==> config.mk <==
export PLATFORM = sky130hd
export DESIGN_NAME = hvsp_read_sequencer
export DESIGN_NICKNAME = d
export VERILOG_FILES = /design/src/rtl/hvsp_pkg.sv /design/src/rtl/hvsp_stage.sv /design/src/rtl/hvsp_step.sv /design/src/rtl/hvsp_read_sequencer.sv
export SDC_FILE = /design/constraint.sdc
export NUM_CORES = 1
export LEC_CHECK = 0
export BUFFER_PORTS_ARGS = -buffer_cell sky130_fd_sc_hd__buf_2
export CORE_MARGIN = 2
export CORE_UTILIZATION = 45
export DETAILED_ROUTE_END_ITERATION = 12
export PLACE_DENSITY_LB_ADDON = 0.1
export SLEW_MARGIN = 40
export SYNTH_ARGS = -nofsm -noshare
export SYNTH_HDL_FRONTEND = slang
export SYNTH_HIERARCHICAL = 1
export SYNTH_SLANG_ARGS = --single-unit
==> constraint.sdc <==
create_clock -name clk -period 4 [get_ports clk]
set_clock_uncertainty 0.05 [all_clocks]
set_input_delay 0.6 -clock clk [delete_from_list [all_inputs] [get_ports clk]]
set_output_delay 0.6 -clock clk [all_outputs]
set_load 0.1 [all_outputs]
==> src/rtl/hvsp_pkg.sv <==
// Shared types and constants for the high-voltage serial programming read sequencer.
// No dependencies; every other file uses it by scoped names.
package hvsp_pkg;

    // Request kinds, latched at start
    localparam logic MODE_SIG  = 1'b0;
    localparam logic MODE_FUSE = 1'b1;

    // Fixed frame bytes (SDI data / SII instruction)
    localparam logic [7:0] SIG_SEL_DATA   = 8'h08;
    localparam logic [7:0] FUSE_SEL_DATA  = 8'h04;
    localparam logic [7:0] INST_LOAD_CMD  = 8'h4C;
    localparam logic [7:0] INST_LOAD_ADDR = 8'h0C;
    localparam logic [7:0] INST_RD_SIG_LO = 8'h68;
    localparam logic [7:0] INST_RD_SIG_HI = 8'h6C;

    // Frame geometry
    localparam logic [1:0] SIG_LAST_FRAME  = 2'd3;
    localparam logic [1:0] FUSE_LAST_FRAME = 2'd2;
    localparam logic [3:0] FRAME_LAST_POS  = 4'd10;
    localparam logic [3:0] DATA_LAST_POS   = 4'd8;

    typedef struct packed {
        logic       sdo_level;
        logic [7:0] fuse_inst_b;
        logic [7:0] fuse_inst_a;
        logic [7:0] sig_address;
        logic       func;
        logic       start_req;
    } in_item_t;

    typedef struct packed {
        logic [7:0] read_value;
        logic       done_res;
        logic       busy_res;
        logic       sii_level;
        logic       sdi_level;
        logic       clock_pulse;
    } res_t;

    localparam int IN_W  = $bits(in_item_t);
    localparam int RES_W = $bits(res_t);

endpackage

==> src/rtl/hvsp_stage.sv <==
// Pipeline register slice with valid/ready flow control.
// Depends on hvsp_pkg for the default width.
module hvsp_stage #(
    parameter int W = hvsp_pkg::IN_W
) (
    input  logic         clk,
    input  logic         rst_n,
    input  logic         up_valid,
    output logic         up_ready,
    input  logic [W-1:0] up_data,
    output logic         dn_valid,
    input  logic         dn_ready,
    output logic [W-1:0] dn_data
);

    logic         valid_reg;
    logic [W-1:0] data_reg;

    assign up_ready = !valid_reg || dn_ready;
    assign dn_valid = valid_reg;
    assign dn_data  = data_reg;

    always_ff @(posedge clk or negedge rst_n)
    begin
        if (!rst_n)
        begin
            valid_reg <= 1'b0;
        end
        else if (up_ready)
        begin
            valid_reg <= up_valid;
        end
    end

    // payload needs no reset
    always_ff @(posedge clk)
    begin
        if (up_valid && up_ready)
        begin
            data_reg <= up_data;
        end
    end

endmodule

==> src/rtl/hvsp_step.sv <==
// Sequencer state and per-period frame logic: one serial clock period per transfer.
// Depends on hvsp_pkg for item types and frame constants.
module hvsp_step (
    input  logic              clk,
    input  logic              rst_n,
    input  logic              fire,
    input  hvsp_pkg::in_item_t item,
    output hvsp_pkg::res_t    res
);

    logic       active_reg, active_next;
    logic       mode_reg, mode_next;
    logic [7:0] addr_reg, addr_next;
    logic [7:0] inst_a_reg, inst_a_next;
    logic [7:0] inst_b_reg, inst_b_next;
    logic [1:0] frame_reg, frame_next;
    logic [3:0] pos_reg, pos_next;
    logic [7:0] shift_reg, shift_next;

    logic       run;
    logic       mode_e;
    logic [7:0] addr_e, inst_a_e, inst_b_e;
    logic [1:0] frame_e;
    logic [3:0] pos_e;
    logic [7:0] shift_e;
    logic [7:0] data_b, inst_b;
    logic [2:0] bit_sel;
    logic       in_data;
    logic       frame_end;
    logic       done;
    logic [1:0] last_frame;

    // A start while idle uses the fresh operands in the same period
    assign run      = active_reg || item.start_req;
    assign mode_e   = active_reg ? mode_reg   : item.func;
    assign addr_e   = active_reg ? addr_reg   : item.sig_address;
    assign inst_a_e = active_reg ? inst_a_reg : item.fuse_inst_a;
    assign inst_b_e = active_reg ? inst_b_reg : item.fuse_inst_b;
    assign frame_e  = active_reg ? frame_reg  : 2'd0;
    assign pos_e    = active_reg ? pos_reg    : 4'd0;
    assign shift_e  = active_reg ? shift_reg  : 8'd0;

    always_comb
    begin
        data_b = 8'd0;
        inst_b = 8'd0;
        if (mode_e == hvsp_pkg::MODE_SIG)
        begin
            case (frame_e)
                2'd0:
                begin
                    data_b = hvsp_pkg::SIG_SEL_DATA;
                    inst_b = hvsp_pkg::INST_LOAD_CMD;
                end
                2'd1:
                begin
                    data_b = addr_e;
                    inst_b = hvsp_pkg::INST_LOAD_ADDR;
                end
                2'd2:    inst_b = hvsp_pkg::INST_RD_SIG_LO;
                default: inst_b = hvsp_pkg::INST_RD_SIG_HI;
            endcase
        end
        else
        begin
            case (frame_e)
                2'd0:
                begin
                    data_b = hvsp_pkg::FUSE_SEL_DATA;
                    inst_b = hvsp_pkg::INST_LOAD_CMD;
                end
                2'd1:    inst_b = inst_a_e;
                2'd2:    inst_b = inst_b_e;
                default: inst_b = 8'd0;
            endcase
        end
    end

    // positions 1..8 carry bits 7..0
    assign in_data    = (pos_e != 4'd0) && (pos_e <= hvsp_pkg::DATA_LAST_POS);
    assign bit_sel    = 3'(hvsp_pkg::DATA_LAST_POS - pos_e);
    assign last_frame = (mode_e == hvsp_pkg::MODE_SIG) ? hvsp_pkg::SIG_LAST_FRAME
                                                       : hvsp_pkg::FUSE_LAST_FRAME;
    assign frame_end  = pos_e >= hvsp_pkg::FRAME_LAST_POS;
    assign done       = run && frame_end && (frame_e >= last_frame);

    always_comb
    begin
        if (pos_e == 4'd0)
            shift_next = 8'd0;
        else if (in_data)
            shift_next = {shift_e[6:0], item.sdo_level};
        else
            shift_next = shift_e;
    end

    always_comb
    begin
        res             = '0;
        res.clock_pulse = run;
        res.busy_res    = run;
        res.sdi_level   = run && in_data && data_b[bit_sel];
        res.sii_level   = run && in_data && inst_b[bit_sel];
        res.done_res    = done;
        res.read_value  = done ? shift_next : 8'd0;
    end

    always_comb
    begin
        active_next = active_reg;
        mode_next   = mode_reg;
        addr_next   = addr_reg;
        inst_a_next = inst_a_reg;
        inst_b_next = inst_b_reg;
        frame_next  = frame_reg;
        pos_next    = pos_reg;
        if (fire && run)
        begin
            active_next = !done;
            mode_next   = mode_e;
            addr_next   = addr_e;
            inst_a_next = inst_a_e;
            inst_b_next = inst_b_e;
            if (frame_end)
            begin
                pos_next   = 4'd0;
                frame_next = done ? 2'd0 : frame_e + 2'd1;
            end
            else
            begin
                pos_next   = pos_e + 4'd1;
                frame_next = frame_e;
            end
        end
    end

    always_ff @(posedge clk or negedge rst_n)
    begin
        if (!rst_n)
        begin
            active_reg <= 1'b0;
            mode_reg   <= 1'b0;
            addr_reg   <= 8'd0;
            inst_a_reg <= 8'd0;
            inst_b_reg <= 8'd0;
            frame_reg  <= 2'd0;
            pos_reg    <= 4'd0;
            shift_reg  <= 8'd0;
        end
        else
        begin
            active_reg <= active_next;
            mode_reg   <= mode_next;
            addr_reg   <= addr_next;
            inst_a_reg <= inst_a_next;
            inst_b_reg <= inst_b_next;
            frame_reg  <= frame_next;
            pos_reg    <= pos_next;
            if (fire && run)
                shift_reg <= shift_next;
        end
    end

    a_done_busy: assert property (@(posedge clk) disable iff (!rst_n)
        res.done_res |-> res.busy_res)
        else $error("done without busy");

    a_value_done: assert property (@(posedge clk) disable iff (!rst_n)
        (res.read_value != 8'd0) |-> res.done_res)
        else $error("read value outside done period");

    a_stay_active: assert property (@(posedge clk) disable iff (!rst_n)
        (fire && active_reg && (pos_reg != hvsp_pkg::FRAME_LAST_POS)) |=> active_reg)
        else $error("request ended mid-frame");

    a_pos_range: assert property (@(posedge clk) disable iff (!rst_n)
        pos_reg <= hvsp_pkg::FRAME_LAST_POS)
        else $error("bit position out of range");

endmodule

==> src/rtl/hvsp_read_sequencer.sv <==
// Top level of the high-voltage serial programming read sequencer.
// Depends on hvsp_pkg, hvsp_stage and hvsp_step.
//
// Each input transfer is one serial clock period of a high-voltage serial
// programming read. An idle block starts a request on a transfer with
// start_req set: a signature read (s_tuser 0, four frames) or a fuse read
// (s_tuser 1, three frames). Each frame is 11 periods: a zero bit, eight bits
// sent MSB first on SDI and SII, then two zero bits; the target SDO level is
// shifted in at positions 1 to 8. Every input transfer yields exactly one
// output transfer; m_tlast marks the final period of a request, whose
// read_value carries the byte gathered in the last frame. Operands are
// latched at start; start requests while busy are ignored. The path is an
// input register slice, the frame logic, and an output register slice, and
// one transfer is taken every cycle when the output side keeps up.
// Backpressure on m_tready propagates to s_tready.
module hvsp_read_sequencer (
    input  logic        clk,
    input  logic        rst_n,
    input  logic        s_tvalid,
    output logic        s_tready,
    // [0] start_req, [8:1] sig_address, [16:9] fuse_inst_a,
    // [24:17] fuse_inst_b, [25] sdo_level, [31:26] zero
    input  logic [31:0] s_tdata,
    // [0] func (0 signature, 1 fuse)
    input  logic        s_tuser,
    output logic        m_tvalid,
    input  logic        m_tready,
    // [0] clock_pulse, [1] sdi_level, [2] sii_level, [3] busy_res,
    // [11:4] read_value, [15:12] zero
    output logic [15:0] m_tdata,
    // done_res
    output logic        m_tlast
);

    hvsp_pkg::in_item_t in_item, stage_item;
    hvsp_pkg::res_t     res, out_res;
    logic [hvsp_pkg::IN_W-1:0]  stage_bits;
    logic [hvsp_pkg::RES_W-1:0] out_bits;
    logic                       mid_valid;
    logic                       mid_ready;

    always_comb
    begin
        in_item             = '0;
        in_item.start_req   = s_tdata[0];
        in_item.func        = s_tuser;
        in_item.sig_address = s_tdata[8:1];
        in_item.fuse_inst_a = s_tdata[16:9];
        in_item.fuse_inst_b = s_tdata[24:17];
        in_item.sdo_level   = s_tdata[25];
    end

    // input register slice
    hvsp_stage #(.W(hvsp_pkg::IN_W)) u_in_stage (
        .clk      (clk),
        .rst_n    (rst_n),
        .up_valid (s_tvalid),
        .up_ready (s_tready),
        .up_data  (in_item),
        .dn_valid (mid_valid),
        .dn_ready (mid_ready),
        .dn_data  (stage_bits)
    );

    assign stage_item = hvsp_pkg::in_item_t'(stage_bits);

    // state advances only when the period moves into the output slice
    hvsp_step u_step (
        .clk   (clk),
        .rst_n (rst_n),
        .fire  (mid_valid && mid_ready),
        .item  (stage_item),
        .res   (res)
    );

    // output register slice
    hvsp_stage #(.W(hvsp_pkg::RES_W)) u_out_stage (
        .clk      (clk),
        .rst_n    (rst_n),
        .up_valid (mid_valid),
        .up_ready (mid_ready),
        .up_data  (res),
        .dn_valid (m_tvalid),
        .dn_ready (m_tready),
        .dn_data  (out_bits)
    );

    assign out_res = hvsp_pkg::res_t'(out_bits);
    assign m_tdata = {4'd0, out_res.read_value, out_res.busy_res, out_res.sii_level,
                      out_res.sdi_level, out_res.clock_pulse};
    assign m_tlast = out_res.done_res;

endmodule
==> results of run 1 <==
-- per-layer routing --
metal	track usage	vias to the layer above	wire length (microns)
li1	-	1229	-
met1	0.206	1193	3330
met2	0.271	46	3490
met3	0.0336	10	220
met4	0.0662	0	118
met5	0	-	0
-- power groups by stage --
stage          clock [mW]  combinational (mW)  sequential, mW
5_1_grt             0.659                1.47            1.32
3_3_place_gp            0                1.32            1.30
2_1_floorplan           0               0.960            1.40
3_5_place_dp            0                1.34            1.31
4_1_cts             0.622                1.35            1.29
6_report            0.602                1.33            1.29
-- stage by stage --
step,instances,power (mW),utilization,hold WS (ns)
3_5_place_dp,451,2.65,0.490,0.398
3_3_place_gp,451,2.62,0.490,0.389
5_1_grt,467,3.46,0.513,0.217
4_1_cts,467,3.26,0.513,0.197
2_1_floorplan,318,2.36,-,0.254
6_report,467,3.22,0.513,0.181
-- how the worst max path moves through the flow --
| stage | start | endpoint | cells after the start |
|---|---|---|---|
| floorplan | u_step/active_reg | u_out_stage/dn_data[2] | 14 |
| global placement | u_step/active_reg | u_out_stage/dn_data[2] | 9 |
| detailed placement | u_step/active_reg | u_out_stage/dn_data[2] | 9 |
| CTS | u_step/active_reg | u_out_stage/dn_data[2] | 9 |
| global route | u_step/active_reg | u_out_stage/dn_data[2] | 9 |
| finish | u_step/active_reg | u_out_stage/dn_data[2] | 9 |
-- synth_stat cells (all sizes together), types with 3 or more instances --
library cell / number / area (sq um)
dfrtp: 42 / 1050
edfxtp: 40 / 1200
mux2: 35 / 394
nand2: 30 / 113
a22o: 28 / 245
buf: 17 / 114
a21oi: 12 / 60.1
inv: 12 / 45.0
o21ai: 10 / 50.0
clkbuf: 9 / 33.8
ha: 9 / 113
nor2: 9 / 36.3
a31oi: 8 / 50.1
nand2b: 8 / 65.1
and2: 4 / 30.0
a221oi: 3 / 26.3
mux2i: 3 / 33.8
nor2b: 3 / 18.8
o22ai: 3 / 18.8
-- layout make-up --
cell class	count	area, sq um
clock buffers	10	138
inverters	12	45.0
clock inverters	6	65.1
fillers	795	4200
well taps	108	135
repair buffers	51	273
flip-flops and latches	82	2250
multi-input cells	198	1530
-- logic make-up (layout without fill, tap and decap cells) --
kind of cell,after synthesis,after routing,share of synthesized area
DFF,82,82,0.569
and+or+nand+nor,66,66,0.0869
muxes,40,40,0.119
other,1,4,0.000947
xor gates and xnor gates,3,3,0.00664
buffers and inverters,38,79,0.0487
adders and majority gates,9,9,0.0284
AOI/OAI and AO/OA,76,76,0.140
==> metrics, run 1 <==
Req. time, crit path around 4.1 ns; starting density of the core 0.459; most frequent cells in the layout buf_2, dfrtp_1, edfxtp_1; Reg-to-Reg Start u_step/active_reg; R2R Setup Slk ~1.3 ns; clock buffer depth 2; r2r endpoint u_out_stage/dn_data[2]; mapped cell area between 3000 and 4000 sq um; Die X a little under 100 microns; DRT Pass-1 Iters 6; fraction of registers with async set/reset 0.512; IO Pins 56; maxcap violations 0; PnR worst setup slack approximately 1.3 ns; crit path max fanout 14; #FFs+latches synth 82; CTS tree built; fin crit share 0.684; Post-CTS Hold Fix Bufs 0; status completed; syn avg cell area approximately 13 sq um; Ys Warns 6; vias in the first global route between 2k and 3k; slowest stage delay, CP approximately 0.47 ns; Synth Flop Type dfrtp_1; vias post-DR 2,478; Iteration-0 DRC Markers 79; Max-slew headroom 0.485; Peak VDD IR 271 uV; CTS buffer count 9; Total Neg Setup Slack 0 ns; Critical Path Source Type flip-flop; final count of pins violating max slew 0; wire length per cell 15.3 microns; Switch Pwr about 1.2 mW; power density over the cells roughly 730 nW/um^2; most common cell after layout, fill and taps aside buf_2; ANT cells 0; CP delay by family, top compound AO/OA/AOI/OAI gates; Hold WC Path Type primary input to asynchronous set/reset pin; placed inst area about 4200 sq um; Hold Vio Cnt, Final 0; pre-CTS WS about 1.3 ns; Comb power frac 0.414; post-synth cell types 49; worst-margin pin slew 0.771 ns; buffers added on ports 45; worst path bufs/invs 2; clk slew on worst S/H paths approximately 0.080 ns; Crit. End Element flip-flop; Reg2Reg Depth 9; global-route wire length before repair ~12,000 microns; clk sinks 82; post_cts resized 0; Total Routing Usage GR 0.162; Largest register FFs 27; routability-driven placement congestion ratio about 0.80; Int Power approximately 2 mW; clk root buf clkbuf_8; Clock power frac 0.187; sequential power share 0.400; f_max around 370 MHz; DIE AREA approximately 9600 sq um; Antenna Nets Post-Route 0; Routed WL 7160 microns; Clk Latency, worst-skew pair 0.35 ns; critical path type flip-flop to flip-flop; initial antenna violation count 0; Final #Nets 400; Seq/Total Area, Yosys 0.569; GRT Residual Overflow 0; CTS H-tree lvls 3; crit path DAT 2.80 ns; EDFF count, synth 40; critical path's slowest cell a2111oi_2; HPWL Detailed 4920 microns; DRC Markers 0; RSZ-0062 raised after global routing no; leak pwr about 1.9 nW; ratio of cells with drive above 1 in the final layout 0.256; Post-CTS Setup Inserts 0; CP Cell Sequence buf_4 -> and2_1 -> inv_1 -> ha_1 -> o21ai_1 -> a22oi_1 -> a21o_1 -> o221ai_1 -> a2111oi_2; vias per inst 5.31; Layout area overhead 12.0%; Finish-stage setup viols 0; switching share of power 0.384; post-route cell area roughly 4400 sq um; cell row count 34; Post-Synthesis Cells 315; die height a little under 100 microns; post-route minimum period ~2.7 ns; Core Area ~8600 sq um; largest net degree at the start of global routing 43
No activity file was read; power rests on OpenSTA's default activity.
==> inputs of run 2 (changes only) <==
Clock period 4 ns to 2.85 ns, I/O delays scaled along.
==> metrics, run 2 (same netlist as run 1, synthesis figures left out) <==
status completed (unchanged); vias in the first global route 2,663 (was 2,616); Critical Path Source Type flip-flop (unchanged); Reg2Reg Depth 8 (was 9); clock buffer depth 2 (unchanged); Total Routing Usage GR 0.170 (was 0.162); r2r endpoint u_out_stage/dn_data[2] (unchanged); critical path type flip-flop to flip-flop (unchanged); f_max 390 MHz (was 365 MHz); Core Area 8640 sq um (unchanged); Crit. End Element flip-flop (unchanged); Largest register FFs 27 (unchanged); Layout area overhead 12.8% (was 12.0%); CTS H-tree lvls 3 (unchanged); IO Pins 56 (unchanged); most common cell after layout, fill and taps aside buf_2 (unchanged); crit path to u_out_stage/dn_data[2] (unchanged); starting density of the core 0.459 (unchanged); R2R Setup Slk 0.29 ns (was 1.26 ns); worst-margin pin slew 0.553 ns (was 0.771 ns); Req. time, crit path 2.92 ns (was 4.07 ns); fin crit share 0.900 (was 0.684); vias post-DR 2,580 (was 2,478); clk sinks 82 (unchanged); crit path DAT 2.64 ns (was 2.80 ns); ANT cells 0 (unchanged); initial antenna violation count 0 (unchanged); Final #Nets 407 (was 400); global-route wire length before repair 12,900 microns (was 12,400 microns); ratio of cells with drive above 1 in the final layout 0.273 (was 0.256); Iteration-0 DRC Markers 93 (was 79); vias per inst 5.44 (was 5.31); DIE AREA 9570 sq um (unchanged); RSZ-0062 raised after global routing no (unchanged); cell row count 34 (unchanged); final count of pins violating max slew 0 (unchanged); beginning of the critical path u_step/active_reg (unchanged); DRC Markers 0 (unchanged); most frequent cells in the layout buf_2, dfrtp_1, edfxtp_1 (unchanged); power density over the cells 1010 nW/um^2 (was 727 nW/um^2); hold slack 0.0182 ns (was 0.181 ns); Finish-stage setup viols 0 (unchanged); CTS buffer count 9 (unchanged); leak pwr 1.90 nW (was 1.89 nW); Post-CTS Setup Inserts 0 (unchanged); HPWL Detailed 5060 microns (was 4920 microns); Clk Latency, worst-skew pair 0.35 ns (about the same); Hold Vio Cnt, Final 0 (unchanged); clk root buf clkbuf_8 (unchanged); buffers added on ports 45 (unchanged); clk slew on worst S/H paths 0.08 ns (about the same); Routed WL 7390 microns (was 7160 microns); GRT Residual Overflow 0 (unchanged); largest net degree at the start of global routing 43 (unchanged); Peak VDD IR 365 uV (was 271 uV); DRT Pass-1 Iters 4 (was 6); maxcap violations 0 (unchanged); fill count 779 (was 795); Die X 97.8 microns (unchanged); CTS tree built (unchanged); crit path max fanout 11 (was 14); Reg-to-Reg Start u_step/active_reg (unchanged); routability-driven placement congestion ratio 0.835 (was 0.805); Hold WC Path Type primary input to asynchronous set/reset pin (unchanged); die height 97.8 microns (unchanged); post-route minimum period 2.56 ns (was 2.74 ns); Antenna Nets Post-Route 0 (unchanged); wire length per cell 15.6 microns (was 15.3 microns); Total Neg Setup Slack 0 ns (unchanged); Max-slew headroom 0.631 (was 0.485)
-- run 2: routing by layer --
layer,track usage,vias up,routed length [microns]
met3,0.0286,7,242
met1,0.217,1267,3410
li1,-,1246,-
met4,0.0737,0,77
met2,0.288,60,3660
met5,0,-,0
-- run 2: per-stage QoR --
stage	area, sq um	cells	setup WS (ns)	power [mW]	util
2_1_floorplan	3970	318	0.0530	3.31	-
3_3_place_gp	4280	458	0.263	3.77	0.496
3_5_place_dp	4280	458	0.253	3.81	0.496
4_1_cts	4460	474	0.224	4.57	0.516
5_1_grt	4470	474	0.0283	4.87	0.517
6_report	4470	474	0.286	4.53	0.517
-- run 2: area by class of cell --
type | count | area (sq um) | area share
Tap cell | 108 | 135 | 0.0302
Inverter | 12 | 45.0 | 0.0101
Multi-Input combinational cell | 198 | 1540 | 0.344
Clock buffer | 12 | 145 | 0.0325
Sequential cell | 82 | 2250 | 0.504
Timing Repair Buffer | 58 | 325 | 0.0728
Clock inverter | 4 | 28.8 | 0.00644
-- run 2: how the worst min path moves through the flow --
stage                                start                   end
floorplan                            rst_n   u_in_stage/dn_valid
global placement    u_in_stage/dn_data[13]  u_step/inst_a_reg[3]
detailed placement  u_in_stage/dn_data[11]  u_step/inst_a_reg[1]
CTS                                  rst_n  u_step/inst_a_reg[3]
global route                         rst_n  u_step/inst_a_reg[3]
finish                               rst_n  u_step/inst_a_reg[3]
-- run 2: repair_timing --
item,4_1_cts,5_1_grt
resized for setup,0,2
hold endpoints to repair,0,0
endpoints found under the setup margin,0,1
hold buffers,0,0
-- run 2: worst max-delay path, stage by stage (launching register included) --
cell       delay [ns]
dfrtp_1          0.51
and2_1           0.24
inv_1            0.14
ha_2             0.31
o21ai_1          0.10
a22oi_1          0.25
a21o_1           0.14
o221ai_1         0.13
a2111oi_2        0.48
-- run 2: power by group --
group / leakage, nW / internal [mW] / total, mW / switching [mW]
Combinational: 0.923 / 0.851 / 1.98 / 1.13
Clock: 0.0826 / 0.341 / 0.752 / 0.411
Sequential: 0.898 / 1.58 / 1.79 / 0.216
Total: 1.90 / 2.77 / 4.53 / 1.76
